### config.mk
export PLATFORM = sky130hd
export DESIGN_NAME = infix_arith_expression_eval_unit
export DESIGN_NICKNAME = d
export VERILOG_FILES = /design/src/rtl/iae_pkg.sv /design/src/rtl/infix_arith_expression_eval_unit.sv
export VERILOG_INCLUDE_DIRS = /design/src /design/src/rtl
export SDC_FILE = /design/constraint.sdc
export NUM_CORES = 1
export LEC_CHECK = 0
export BUFFER_PORTS_ARGS = -buffer_cell sky130_fd_sc_hd__buf_2
export CAP_MARGIN = 20
export CELL_PAD_IN_SITES_DETAIL_PLACEMENT = 0
export CELL_PAD_IN_SITES_GLOBAL_PLACEMENT = 1
export CORE_MARGIN = 2
export CORE_UTILIZATION = 40
export CTS_BUF_LIST = sky130_fd_sc_hd__clkbuf_4
export DETAILED_ROUTE_END_ITERATION = 8
export GPL_TIMING_DRIVEN = 0
export PLACE_DENSITY = 0.81
export SLEW_MARGIN = 20
export SYNTH_ARGS = -nofsm -noshare
export SYNTH_HDL_FRONTEND = slang
export SYNTH_SLANG_ARGS = --single-unit
### constraint.sdc
create_clock -name clock -period 12.6 [get_ports clock]
set_input_delay 1.89 -clock clock [delete_from_list [all_inputs] [get_ports clock]]
set_output_delay 1.89 -clock clock [all_outputs]
set_load 0.01 [all_outputs]
### src/rtl/infix_arith_expression_eval_unit_macros.svh
// ----------------------------------------------------------------------------
// Assertion macros for the infix expression evaluator
// Clocked assertion shorthands; the including module supplies clock and reset.
// ----------------------------------------------------------------------------
`ifndef INFIX_ARITH_EXPRESSION_EVAL_UNIT_MACROS_SVH
`define INFIX_ARITH_EXPRESSION_EVAL_UNIT_MACROS_SVH

// Checked on every clock edge outside reset.
`define IAE_ASSERT(label, prop, msg) \
   label: assert property (@(posedge clock) disable iff (reset) prop) \
      else $error(msg);

// Checked on every clock edge, reset included.
`define IAE_ASSERT_NR(label, prop, msg) \
   label: assert property (@(posedge clock) prop) else $error(msg);

`endif

### src/rtl/iae_pkg.sv
// ----------------------------------------------------------------------------
// iae_pkg
// Formats, character codes, status codes, states and the power-of-ten table
// of the infix expression evaluator.
// ----------------------------------------------------------------------------
`timescale 1ns / 1ps

package iae_pkg;

   // Fixed-point format
   localparam int FRAC_BITS       = 16;
   localparam int INT_BITS        = 31;
   localparam int MAX_FRAC_DIGITS = 6;

   localparam int VAL_W      = INT_BITS + FRAC_BITS + 1;
   localparam int NUM_INT_W  = 32;
   localparam int FRAC_NUM_W = $clog2(10 ** MAX_FRAC_DIGITS);
   localparam int FRAC_CNT_W = $clog2(MAX_FRAC_DIGITS + 1);
   localparam int DIVD_W     = VAL_W + FRAC_BITS;
   localparam int PROD_W     = 2 * VAL_W;
   localparam int ALU_W      = VAL_W + 2;
   localparam int MUL_STEPS  = VAL_W;
   localparam int DIV_STEPS  = DIVD_W;
   localparam int STEP_CNT_W = $clog2(DIVD_W);

   localparam logic [VAL_W-1:0] MAX_VAL = {1'b0, {(VAL_W-1){1'b1}}};
   localparam logic [VAL_W-1:0] MIN_VAL = {1'b1, {(VAL_W-1){1'b0}}};

   // Characters
   localparam logic [7:0] CH_PLUS  = 8'h2B;
   localparam logic [7:0] CH_MINUS = 8'h2D;
   localparam logic [7:0] CH_STAR  = 8'h2A;
   localparam logic [7:0] CH_SLASH = 8'h2F;
   localparam logic [7:0] CH_DOT   = 8'h2E;
   localparam logic [7:0] CH_ZERO  = 8'h30;
   localparam logic [7:0] CH_NINE  = 8'h39;

   // Status codes
   localparam logic [1:0] STAT_OK      = 2'd0;
   localparam logic [1:0] STAT_INVALID = 2'd1;
   localparam logic [1:0] STAT_DIV0    = 2'd2;
   localparam logic [1:0] STAT_OVF     = 2'd3;

   // Pending multiplicative operator
   localparam logic [1:0] MULOP_NONE = 2'd0;
   localparam logic [1:0] MULOP_MUL  = 2'd1;
   localparam logic [1:0] MULOP_DIV  = 2'd2;

   typedef enum logic [3:0] {
      ST_IDLE,  // waiting for a character
      ST_OPND,  // start closing the current operand
      ST_NDIV,  // fraction digits / 10^k, one quotient bit a cycle
      ST_NVAL,  // operand value ready, dispatch pending operator
      ST_MUL,   // shift-add multiply, one bit a cycle
      ST_DIV,   // restoring divide, one bit a cycle
      ST_MFIN,  // sign and saturate product or quotient
      ST_NEXT,  // decide on term close or new pending operator
      ST_TERM,  // add or subtract term into the sum
      ST_OUT    // hand result to the output register
   } state_type;

   function automatic logic [FRAC_NUM_W-1:0] pow10(input logic [FRAC_CNT_W-1:0] k);
      logic [FRAC_NUM_W+3:0] p;
      p = (FRAC_NUM_W+4)'(1);
      for (int i = 0; i < MAX_FRAC_DIGITS; i++) begin
         if (i < int'(k)) begin
            p = (p << 3) + (p << 1);
         end
      end
      return p[FRAC_NUM_W-1:0];
   endfunction

endpackage

### src/rtl/infix_arith_expression_eval_unit.sv
// ----------------------------------------------------------------------------
// infix_arith_expression_eval_unit
// Streaming evaluator of + - * / expressions in signed Q31.16 fixed point.
//
// Requests carry one ASCII character (req_char_code) and an end marker
// (req_is_last). A request is taken when req_valid is high and req_stall low.
// Digits, dots and unknown characters are absorbed in the idle state. An operator or
// the last character closes the operand: operand setup, a divide of the
// fraction digits by 10^k for a number with fraction digits, the operand
// value and dispatch, a multiply or divide if one is pending, and the sign
// fix-up and term add where they apply; a last request that is an operator
// adds one more operand/term pass; then the response register is loaded.
// All iterations run one bit a cycle through a single 50-bit add/subtract
// unit; req_stall is high for the whole pass.
// One response per expression: rsp_value (result, saturated) and rsp_status
// (ok, invalid character, divide by zero, overflow). The response sits in an
// output register; while rsp_stall holds it, new characters are still taken
// and only the next response waits. Synchronous reset clears the evaluator
// and drops any pending response.
// ----------------------------------------------------------------------------
`timescale 1ns / 1ps
`include "infix_arith_expression_eval_unit_macros.svh"

module infix_arith_expression_eval_unit (
   input  logic                               clock,
   input  logic                               reset,
   input  logic                               req_valid,
   output logic                               req_stall,
   input  logic [7:0]                         req_char_code,
   input  logic                               req_is_last,
   output logic                               rsp_valid,
   input  logic                               rsp_stall,
   output logic signed [iae_pkg::VAL_W-1:0]   rsp_value,
   output logic [1:0]                         rsp_status
);

   // Sequencer and request context
   iae_pkg::state_type state_ff, state_in;
   logic [7:0] char_ff, char_in;
   logic       last_ff, last_in;
   logic       final_ff, final_in;   // closing the expression, not an operator

   // Evaluator state
   logic [iae_pkg::VAL_W-1:0]      sum_ff, sum_in;
   logic [iae_pkg::VAL_W-1:0]      term_ff, term_in;
   logic                           sign_ff, sign_in;
   logic [1:0]                     mulop_ff, mulop_in;
   logic [iae_pkg::NUM_INT_W-1:0]  int_ff, int_in;
   logic [iae_pkg::FRAC_NUM_W-1:0] frac_ff, frac_in;
   logic [iae_pkg::FRAC_CNT_W-1:0] fdig_ff, fdig_in;
   logic                           dot_ff, dot_in;
   logic [1:0]                     err_ff, err_in;

   // Iterative multiply/divide datapath
   logic [iae_pkg::VAL_W-1:0]      mag_ff, mag_in;  // multiplicand or divisor
   logic                           neg_ff, neg_in;
   logic [iae_pkg::VAL_W-1:0]      hi_ff, hi_in;    // partial product or remainder
   logic [iae_pkg::DIVD_W-1:0]     lo_ff, lo_in;    // multiplier or dividend/quotient
   logic [iae_pkg::STEP_CNT_W-1:0] cnt_ff, cnt_in;

   // Output register
   logic                      rsp_valid_ff, rsp_valid_in;
   logic [iae_pkg::VAL_W-1:0] rsp_value_ff, rsp_value_in;
   logic [1:0]                rsp_status_ff, rsp_status_in;

   // Shared add/subtract unit
   logic [iae_pkg::ALU_W-1:0] alu_a, alu_b, alu_y;
   logic                      alu_sub;
   logic                      div_borrow;

   // Helpers
   logic [3:0]                       digit;
   logic [iae_pkg::NUM_INT_W+3:0]    int_x10;
   logic [iae_pkg::FRAC_NUM_W+3:0]   frac_x10;
   logic [iae_pkg::VAL_W-1:0]        term_mag;
   logic [iae_pkg::PROD_W-1:0]       nv_ext;
   logic                             nv_ovf;
   logic [iae_pkg::VAL_W-1:0]        nv_sat;
   logic [iae_pkg::PROD_W-1:0]       res_mag, res_limit;
   logic                             res_ovf;
   logic [iae_pkg::VAL_W-1:0]        res_val;
   logic                             sum_ovf;
   logic [iae_pkg::VAL_W-1:0]        sum_sat;

   // ---------------------------------------------------------------------
   // Digit accumulation: n*10 + d as shift-and-add
   // ---------------------------------------------------------------------
   assign digit    = 4'(req_char_code - iae_pkg::CH_ZERO);
   assign int_x10  = ({4'b0, int_ff} << 3) + ({4'b0, int_ff} << 1)
                   + (iae_pkg::NUM_INT_W+4)'(digit);
   assign frac_x10 = ({4'b0, frac_ff} << 3) + ({4'b0, frac_ff} << 1)
                   + (iae_pkg::FRAC_NUM_W+4)'(digit);

   // Operand value: integer part above the binary point, fraction quotient below
   assign nv_ext = iae_pkg::PROD_W'({int_ff, lo_ff[iae_pkg::FRAC_BITS-1:0]});
   assign nv_ovf = nv_ext > iae_pkg::PROD_W'(iae_pkg::MAX_VAL);
   assign nv_sat = nv_ovf ? iae_pkg::MAX_VAL : nv_ext[iae_pkg::VAL_W-1:0];

   // Magnitude of the running term (most negative value maps to 2^(W-1))
   assign term_mag = term_ff[iae_pkg::VAL_W-1] ? (~term_ff + 1'b1) : term_ff;

   // Product is rescaled by the fraction width; quotient is already scaled
   assign res_mag   = (mulop_ff == iae_pkg::MULOP_MUL)
                    ? ({hi_ff, lo_ff[iae_pkg::VAL_W-1:0]} >> iae_pkg::FRAC_BITS)
                    : iae_pkg::PROD_W'(lo_ff);
   assign res_limit = iae_pkg::PROD_W'(iae_pkg::MAX_VAL) + iae_pkg::PROD_W'(neg_ff);
   assign res_ovf   = res_mag > res_limit;
   assign res_val   = res_ovf ? (neg_ff ? iae_pkg::MIN_VAL : iae_pkg::MAX_VAL)
                    : (neg_ff ? (~res_mag[iae_pkg::VAL_W-1:0] + 1'b1)
                              : res_mag[iae_pkg::VAL_W-1:0]);

   // ---------------------------------------------------------------------
   // Shared add/subtract unit
   // ---------------------------------------------------------------------
   always_comb begin
      alu_a   = '0;
      alu_b   = '0;
      alu_sub = 1'b0;
      case (state_ff)
         iae_pkg::ST_MUL: begin
            alu_a = iae_pkg::ALU_W'(hi_ff);
            alu_b = lo_ff[0] ? iae_pkg::ALU_W'(mag_ff) : '0;
         end
         iae_pkg::ST_NDIV, iae_pkg::ST_DIV: begin
            alu_a   = iae_pkg::ALU_W'({hi_ff, lo_ff[iae_pkg::DIVD_W-1]});
            alu_b   = iae_pkg::ALU_W'(mag_ff);
            alu_sub = 1'b1;
         end
         iae_pkg::ST_TERM: begin
            alu_a   = {{2{sum_ff[iae_pkg::VAL_W-1]}}, sum_ff};
            alu_b   = {{2{term_ff[iae_pkg::VAL_W-1]}}, term_ff};
            alu_sub = sign_ff;
         end
         default: begin
            alu_a = '0;
         end
      endcase
   end

   assign alu_y      = alu_sub ? (alu_a - alu_b) : (alu_a + alu_b);
   assign div_borrow = alu_y[iae_pkg::ALU_W-1];

   // Term accumulate: exact in W+2 bits, saturate back to W
   assign sum_ovf = !((alu_y[iae_pkg::ALU_W-1:iae_pkg::VAL_W-1] == '0) ||
                      (alu_y[iae_pkg::ALU_W-1:iae_pkg::VAL_W-1] == '1));
   assign sum_sat = sum_ovf ? (alu_y[iae_pkg::ALU_W-1] ? iae_pkg::MIN_VAL : iae_pkg::MAX_VAL)
                            : alu_y[iae_pkg::VAL_W-1:0];

   // ---------------------------------------------------------------------
   // Sequencer: next state and datapath control
   // ---------------------------------------------------------------------
   always_comb begin
      state_in      = state_ff;
      char_in       = char_ff;
      last_in       = last_ff;
      final_in      = final_ff;
      sum_in        = sum_ff;
      term_in       = term_ff;
      sign_in       = sign_ff;
      mulop_in      = mulop_ff;
      int_in        = int_ff;
      frac_in       = frac_ff;
      fdig_in       = fdig_ff;
      dot_in        = dot_ff;
      err_in        = err_ff;
      mag_in        = mag_ff;
      neg_in        = neg_ff;
      hi_in         = hi_ff;
      lo_in         = lo_ff;
      cnt_in        = cnt_ff;
      rsp_valid_in  = rsp_valid_ff && rsp_stall;
      rsp_value_in  = rsp_value_ff;
      rsp_status_in = rsp_status_ff;

      case (state_ff)
         iae_pkg::ST_IDLE: begin
            if (req_valid) begin
               char_in  = req_char_code;
               last_in  = req_is_last;
               final_in = 1'b1;
               if (req_char_code inside {[iae_pkg::CH_ZERO:iae_pkg::CH_NINE]}) begin
                  if (!dot_ff) begin
                     if (int_x10[iae_pkg::NUM_INT_W+3:iae_pkg::NUM_INT_W] != '0) begin
                        int_in = '1;
                        if (err_in == iae_pkg::STAT_OK) err_in = iae_pkg::STAT_OVF;
                     end else begin
                        int_in = int_x10[iae_pkg::NUM_INT_W-1:0];
                     end
                  end else if (fdig_ff < iae_pkg::FRAC_CNT_W'(iae_pkg::MAX_FRAC_DIGITS)) begin
                     frac_in = frac_x10[iae_pkg::FRAC_NUM_W-1:0];
                     fdig_in = fdig_ff + 1'b1;
                  end
               end else if (req_char_code == iae_pkg::CH_DOT) begin
                  if (dot_ff && (err_in == iae_pkg::STAT_OK)) err_in = iae_pkg::STAT_INVALID;
                  dot_in = 1'b1;
               end else if (req_char_code inside {iae_pkg::CH_PLUS, iae_pkg::CH_MINUS,
                                                  iae_pkg::CH_STAR, iae_pkg::CH_SLASH}) begin
                  final_in = 1'b0;
               end else begin
                  if (err_in == iae_pkg::STAT_OK) err_in = iae_pkg::STAT_INVALID;
               end
               if (!final_in || req_is_last) state_in = iae_pkg::ST_OPND;
            end
         end

         iae_pkg::ST_OPND: begin
            hi_in = '0;
            if (fdig_ff != '0) begin
               mag_in   = iae_pkg::VAL_W'(iae_pkg::pow10(fdig_ff));
               lo_in    = iae_pkg::DIVD_W'({frac_ff, {iae_pkg::FRAC_BITS{1'b0}}});
               cnt_in   = iae_pkg::STEP_CNT_W'(iae_pkg::DIV_STEPS - 1);
               state_in = iae_pkg::ST_NDIV;
            end else begin
               lo_in    = '0;
               state_in = iae_pkg::ST_NVAL;
            end
         end

         iae_pkg::ST_NDIV, iae_pkg::ST_DIV: begin
            hi_in = div_borrow ? alu_a[iae_pkg::VAL_W-1:0] : alu_y[iae_pkg::VAL_W-1:0];
            lo_in = {lo_ff[iae_pkg::DIVD_W-2:0], !div_borrow};
            if (cnt_ff == '0) begin
               state_in = (state_ff == iae_pkg::ST_NDIV) ? iae_pkg::ST_NVAL : iae_pkg::ST_MFIN;
            end else begin
               cnt_in = cnt_ff - 1'b1;
            end
         end

         iae_pkg::ST_MUL: begin
            hi_in                     = alu_y[iae_pkg::VAL_W:1];
            lo_in                     = lo_ff >> 1;
            lo_in[iae_pkg::VAL_W-1]   = alu_y[0];
            if (cnt_ff == '0) begin
               state_in = iae_pkg::ST_MFIN;
            end else begin
               cnt_in = cnt_ff - 1'b1;
            end
         end

         iae_pkg::ST_NVAL: begin
            if (nv_ovf && (err_in == iae_pkg::STAT_OK)) err_in = iae_pkg::STAT_OVF;
            int_in  = '0;
            frac_in = '0;
            fdig_in = '0;
            dot_in  = 1'b0;
            hi_in   = '0;
            neg_in  = term_ff[iae_pkg::VAL_W-1];
            case (mulop_ff)
               iae_pkg::MULOP_MUL: begin
                  mag_in   = term_mag;
                  lo_in    = iae_pkg::DIVD_W'(nv_sat);
                  cnt_in   = iae_pkg::STEP_CNT_W'(iae_pkg::MUL_STEPS - 1);
                  state_in = iae_pkg::ST_MUL;
               end
               iae_pkg::MULOP_DIV: begin
                  if (nv_sat == '0) begin
                     if (err_in == iae_pkg::STAT_OK) err_in = iae_pkg::STAT_DIV0;
                     term_in  = '0;
                     state_in = iae_pkg::ST_NEXT;
                  end else begin
                     mag_in   = nv_sat;
                     lo_in    = {term_mag, {iae_pkg::FRAC_BITS{1'b0}}};
                     cnt_in   = iae_pkg::STEP_CNT_W'(iae_pkg::DIV_STEPS - 1);
                     state_in = iae_pkg::ST_DIV;
                  end
               end
               default: begin
                  // no operator pending: operand starts the term
                  term_in  = nv_sat;
                  state_in = iae_pkg::ST_NEXT;
               end
            endcase
         end

         iae_pkg::ST_MFIN: begin
            term_in = res_val;
            if (res_ovf && (err_in == iae_pkg::STAT_OK)) err_in = iae_pkg::STAT_OVF;
            state_in = iae_pkg::ST_NEXT;
         end

         iae_pkg::ST_NEXT: begin
            if (final_ff || (char_ff == iae_pkg::CH_PLUS) || (char_ff == iae_pkg::CH_MINUS)) begin
               state_in = iae_pkg::ST_TERM;
            end else begin
               mulop_in = (char_ff == iae_pkg::CH_STAR) ? iae_pkg::MULOP_MUL
                                                        : iae_pkg::MULOP_DIV;
               if (last_ff) begin
                  final_in = 1'b1;
                  state_in = iae_pkg::ST_OPND;
               end else begin
                  state_in = iae_pkg::ST_IDLE;
               end
            end
         end

         iae_pkg::ST_TERM: begin
            sum_in  = sum_sat;
            if (sum_ovf && (err_in == iae_pkg::STAT_OK)) err_in = iae_pkg::STAT_OVF;
            term_in = '0;
            if (final_ff) begin
               state_in = iae_pkg::ST_OUT;
            end else begin
               sign_in  = (char_ff == iae_pkg::CH_MINUS);
               mulop_in = iae_pkg::MULOP_NONE;
               if (last_ff) begin
                  final_in = 1'b1;
                  state_in = iae_pkg::ST_OPND;
               end else begin
                  state_in = iae_pkg::ST_IDLE;
               end
            end
         end

         iae_pkg::ST_OUT: begin
            // wait for the output register to free up
            if (!rsp_valid_ff || !rsp_stall) begin
               rsp_valid_in  = 1'b1;
               rsp_value_in  = ((err_ff == iae_pkg::STAT_INVALID) ||
                                (err_ff == iae_pkg::STAT_DIV0)) ? '0 : sum_ff;
               rsp_status_in = err_ff;
               sum_in        = '0;
               term_in       = '0;
               sign_in       = 1'b0;
               mulop_in      = iae_pkg::MULOP_NONE;
               err_in        = iae_pkg::STAT_OK;
               state_in      = iae_pkg::ST_IDLE;
            end
         end

         default: begin
            state_in = iae_pkg::ST_IDLE;
         end
      endcase
   end

   // ---------------------------------------------------------------------
   // Registers
   // ---------------------------------------------------------------------
   always_ff @(posedge clock) begin
      if (reset) begin
         state_ff     <= iae_pkg::ST_IDLE;
         last_ff      <= 1'b0;
         final_ff     <= 1'b0;
         sum_ff       <= '0;
         term_ff      <= '0;
         sign_ff      <= 1'b0;
         mulop_ff     <= iae_pkg::MULOP_NONE;
         int_ff       <= '0;
         frac_ff      <= '0;
         fdig_ff      <= '0;
         dot_ff       <= 1'b0;
         err_ff       <= iae_pkg::STAT_OK;
         cnt_ff       <= '0;
         rsp_valid_ff <= 1'b0;
      end else begin
         state_ff     <= state_in;
         last_ff      <= last_in;
         final_ff     <= final_in;
         sum_ff       <= sum_in;
         term_ff      <= term_in;
         sign_ff      <= sign_in;
         mulop_ff     <= mulop_in;
         int_ff       <= int_in;
         frac_ff      <= frac_in;
         fdig_ff      <= fdig_in;
         dot_ff       <= dot_in;
         err_ff       <= err_in;
         cnt_ff       <= cnt_in;
         rsp_valid_ff <= rsp_valid_in;
      end
   end

   // Datapath and payload, no reset
   always_ff @(posedge clock) begin
      char_ff       <= char_in;
      mag_ff        <= mag_in;
      neg_ff        <= neg_in;
      hi_ff         <= hi_in;
      lo_ff         <= lo_in;
      rsp_value_ff  <= rsp_value_in;
      rsp_status_ff <= rsp_status_in;
   end

   assign req_stall  = (state_ff != iae_pkg::ST_IDLE);
   assign rsp_valid  = rsp_valid_ff;
   assign rsp_value  = signed'(rsp_value_ff);
   assign rsp_status = rsp_status_ff;

   // ---------------------------------------------------------------------
   // Assertions
   // ---------------------------------------------------------------------
   `IAE_ASSERT_NR(a_reset_idle,
      reset |=> ((state_ff == iae_pkg::ST_IDLE) && !rsp_valid),
      "reset did not clear sequencer or response")
   `IAE_ASSERT(a_rsp_from_out,
      $rose(rsp_valid) |-> $past(state_ff == iae_pkg::ST_OUT),
      "response raised outside output state")
   `IAE_ASSERT(a_last_busy,
      (req_valid && !req_stall && req_is_last) |=> (state_ff != iae_pkg::ST_IDLE),
      "last request did not start evaluation")
   `IAE_ASSERT(a_err_sticky,
      ((err_ff != iae_pkg::STAT_OK) && (state_ff != iae_pkg::ST_OUT)) |=> $stable(err_ff),
      "first recorded error was overwritten")
   `IAE_ASSERT(a_err_zero,
      (rsp_valid && ((rsp_status == iae_pkg::STAT_INVALID) ||
                     (rsp_status == iae_pkg::STAT_DIV0))) |-> (rsp_value == '0),
      "error response with nonzero value")

endmodule
==> results.md <==
* Distinct cells, synth at 95
* Antenna-violating nets left at 0
* Post-CTS setup buffer count at 0
* Clock latency on the worst-skew pair at 960 ps
* Total negative slack at 0 ps
* Clock Sinks at 389
* Via count at 32860
* Largest cells by area after synthesis: edfxtp_1, dfxtp_1, ha_1
* Top-count cell post-synth: nand2_1
* Post-Route WL at 141.0 mm
* Final Max Slew Viols at 0
* Root Buffer: clkbuf_4
* Total CTS buffers at 106
* R2R Path End: err_ff[0]
* Fraction of registers with async set/reset at 0%
* Most frequent cell on the critical path: clkbuf_1
* Number of remaining DRC errors at 0
* Final setup vio count at 0
* Syn avg cell area at 8.132 µm²
* Worst hold path class: flip-flop to flip-flop
* CTS tree: built
* Worst EP arrival at 11060 ps
* Die W at 286.2 µm
* PD cells at 312.2 nW/µm²
* Drt initial violations at 4116
* Area post-placement at 33760 µm²
* Critical path depth in cells at 31
* Yosys warnings at 0
* Peak VDD IR at 251.4 µV
* Lkg Pwr at 13.97 nW
* Seq cells post-synth at 389
* Crit-path max FO at 10
* Required time of the critical path at 13410 ps
* Worst Path Class, Setup: flip-flop to flip-flop
* Layout Nets at 4356
* Fin cells at 5246
* Yosys top cell area share at 20.65%
* Synth cell count leaders: nand2_1, a21oi_1, o21ai_0
* Post-Synthesis Cell Area at 31850 µm²
* Final Hold Fails at 0
* Slew HR at 16.12%
* Ys flop type: edfxtp_1
* Worst R2R Start: state_ff[3]
* First-pass GRT wire length at 203.6 mm
* Clk_skew at 83.04 ps
* Gpl congestion at 1.044
* Fin area at 35160 µm²
* R2R setup slack at 2350 ps
* Die area at 81900 µm²
* CTS clk-pin slew, worst paths at 70 ps
* First-pass DRT Iterations at 6
* CP delay by family, top: buffers and inverters
* Layout cells sized above 1 at 7.995%
* CP Buf/Inv Count at 7
* Die height at 286.2 µm
* Longest Clk Path Bufs at 3
* Fmax at 97.56 MHz
* Cells on worst reg2reg path at 31
* Crit path max-delay cell type: clkbuf_1
* Initial antenna violation count at 4
* Cell row count at 103
* Sequential area share after synthesis at 31.33%
* Largest net degree at the start of global routing at 29
* Hold WS at 431.6 ps
* Cells after Synth at 3917
* Setup slack after layout at 2350 ps
* Total global-route track usage at 33.36%
* Max-cap violation count at 0
* Crit path capture: err_ff[0]
* Initial Utilization at 40.38%
* Vias in the first global route at 30830
* Post-synth EDFFs at 219
* Core Area at 78870 µm²
* RSZ-0062 raised after global routing: false
* H-tree lvl count at 3
* Status: finished clean
* Crit path largest cell delay at 970 ps
* Period minus WS final at 10250 ps
* Power Total at 10.98 mW
* IO buf count at 63
* Setup crit start kind: flip-flop
* Placed Cells at 5044
* I/O pin total at 65
* DP Worst Slack at 2787 ps
* Critical path origin: state_ff[3]
* P&R area growth vs syn at 10.39%
* Leading area contributor after synthesis: edfxtp_1
* Wire length per cell at 26.87 µm
* Period utilisation layout at 81.35%
* Worst slew pin tran at 1258 ps
* Hold_buf cts at 0
* Remaining global-route overflow at 0
* Post-cts resize count at 0
* Post-detail-place hpwl at 112.3 mm
* Critical path capture point type: flip-flop
* Drt via density at 6.264
* Post-layout util at 44.58%
## worst reg2reg max path: cells and delay by family (launching register included)
kind	cells	cell delay, ps
buffers and inverters	7	3940
AO/OA/AOI/OAI	12	2870
AND/OR/NAND/NOR	8	1720
multiplexers	1	610
adder cells (fa/ha/maj)	2	600
flip-flops	1	310
XOR/XNOR	1	130
## routing by layer
metal / part of all wire, % / track usage (%) / vias to the layer above
met2: 44 / 52.80 / 1868
met3: 9.7 / 7.234 / 430
met5: 0.0092 / 0 / -
met4: 6.4 / 18.13 / 2
met1: 40 / 42.40 / 15530
li1: - / - / 15030
## state kept, by name, summed over array words and instances, names as in the netlist
| name | flops |
|---|---|
| char_ff | 8 |
| state_ff | 4 |
| err_ff | 2 |
| final_ff | 1 |
| sum_ff | 48 |
| mag_ff | 48 |
| rsp_status | 2 |
| neg_ff | 1 |
| mulop_ff | 2 |
| dot_ff | 1 |
| last_ff | 1 |
| rsp_valid | 1 |
| term_ff | 48 |
| sign_ff | 1 |
| hi_ff | 48 |
| lo_ff | 64 |
| rsp_value | 48 |
| int_ff | 32 |
| cnt_ff | 6 |
| fdig_ff | 3 |
| frac_ff | 20 |
## cell usage in the layout, fill, tap and decap left out, types with 82 or more instances in the layout
cell type  netlist  layout
nand2_1        465     465
a22oi_1        136     136
nor3_1          83      82
a21oi_1        360     359
dfxtp_1        170     170
edfxtp_1       219     219
o21ai_0        316     316
nor2_1         292     292
xnor2_1        127     127
clkbuf_4         0     166
mux2i_1        101     101
inv_1          106     105
clkbuf_1       216     214
ha_1           234     234
## cell families (layout without fill, tap and decap cells)
group / Yosys count / in the layout / synth area share (%)
AOI/OAI and AO/OA: 1375 / 1375 / 27.30
and+or+nand+nor: 1233 / 1233 / 18.06
DFF: 389 / 389 / 31.33
buffers and inverters: 365 / 637 / 4.537
adders and majority gates: 241 / 241 / 9.632
xor gates and xnor gates: 197 / 197 / 5.441
muxes: 115 / 115 / 3.669
other: 2 / 9 / 0.02358
## cell type report
type,instances,area (µm²)
fill,8245,43710
multi-input combinational,3164,20470
sequential,389,9980
tap,1050,1314
clock buffer,166,1246
buffer,255,1035
timing repair buffer,76,553.0
inverter,110,412.9
clock inverter,30,135.1
antenna,6,15.01
## power breakdown
group / total (mW) / internal, mW / switching, mW
clock: 1.18 / 0.598 / 0.587
combinational: 7.51 / 2.42 / 5.09
sequential: 2.28 / 1.83 / 0.450
total: 11.0 / 4.85 / 6.13
## how the worst min path moves through the flow
| stage | slack, ps | cells after the start | startpoint | end |
|---|---|---|---|---|
| after global routing | 450 | 0 | term_ff[47] | neg_ff |
| after CTS | 420 | 0 | term_ff[47] | neg_ff |
| after detailed placement | 410 | 0 | term_ff[47] | neg_ff |
| final | 430 | 0 | term_ff[47] | neg_ff |
| after global placement | 410 | 0 | term_ff[47] | neg_ff |
| after floorplan | 410 | 0 | term_ff[47] | neg_ff |
Power figures use the tool's default switching activity.
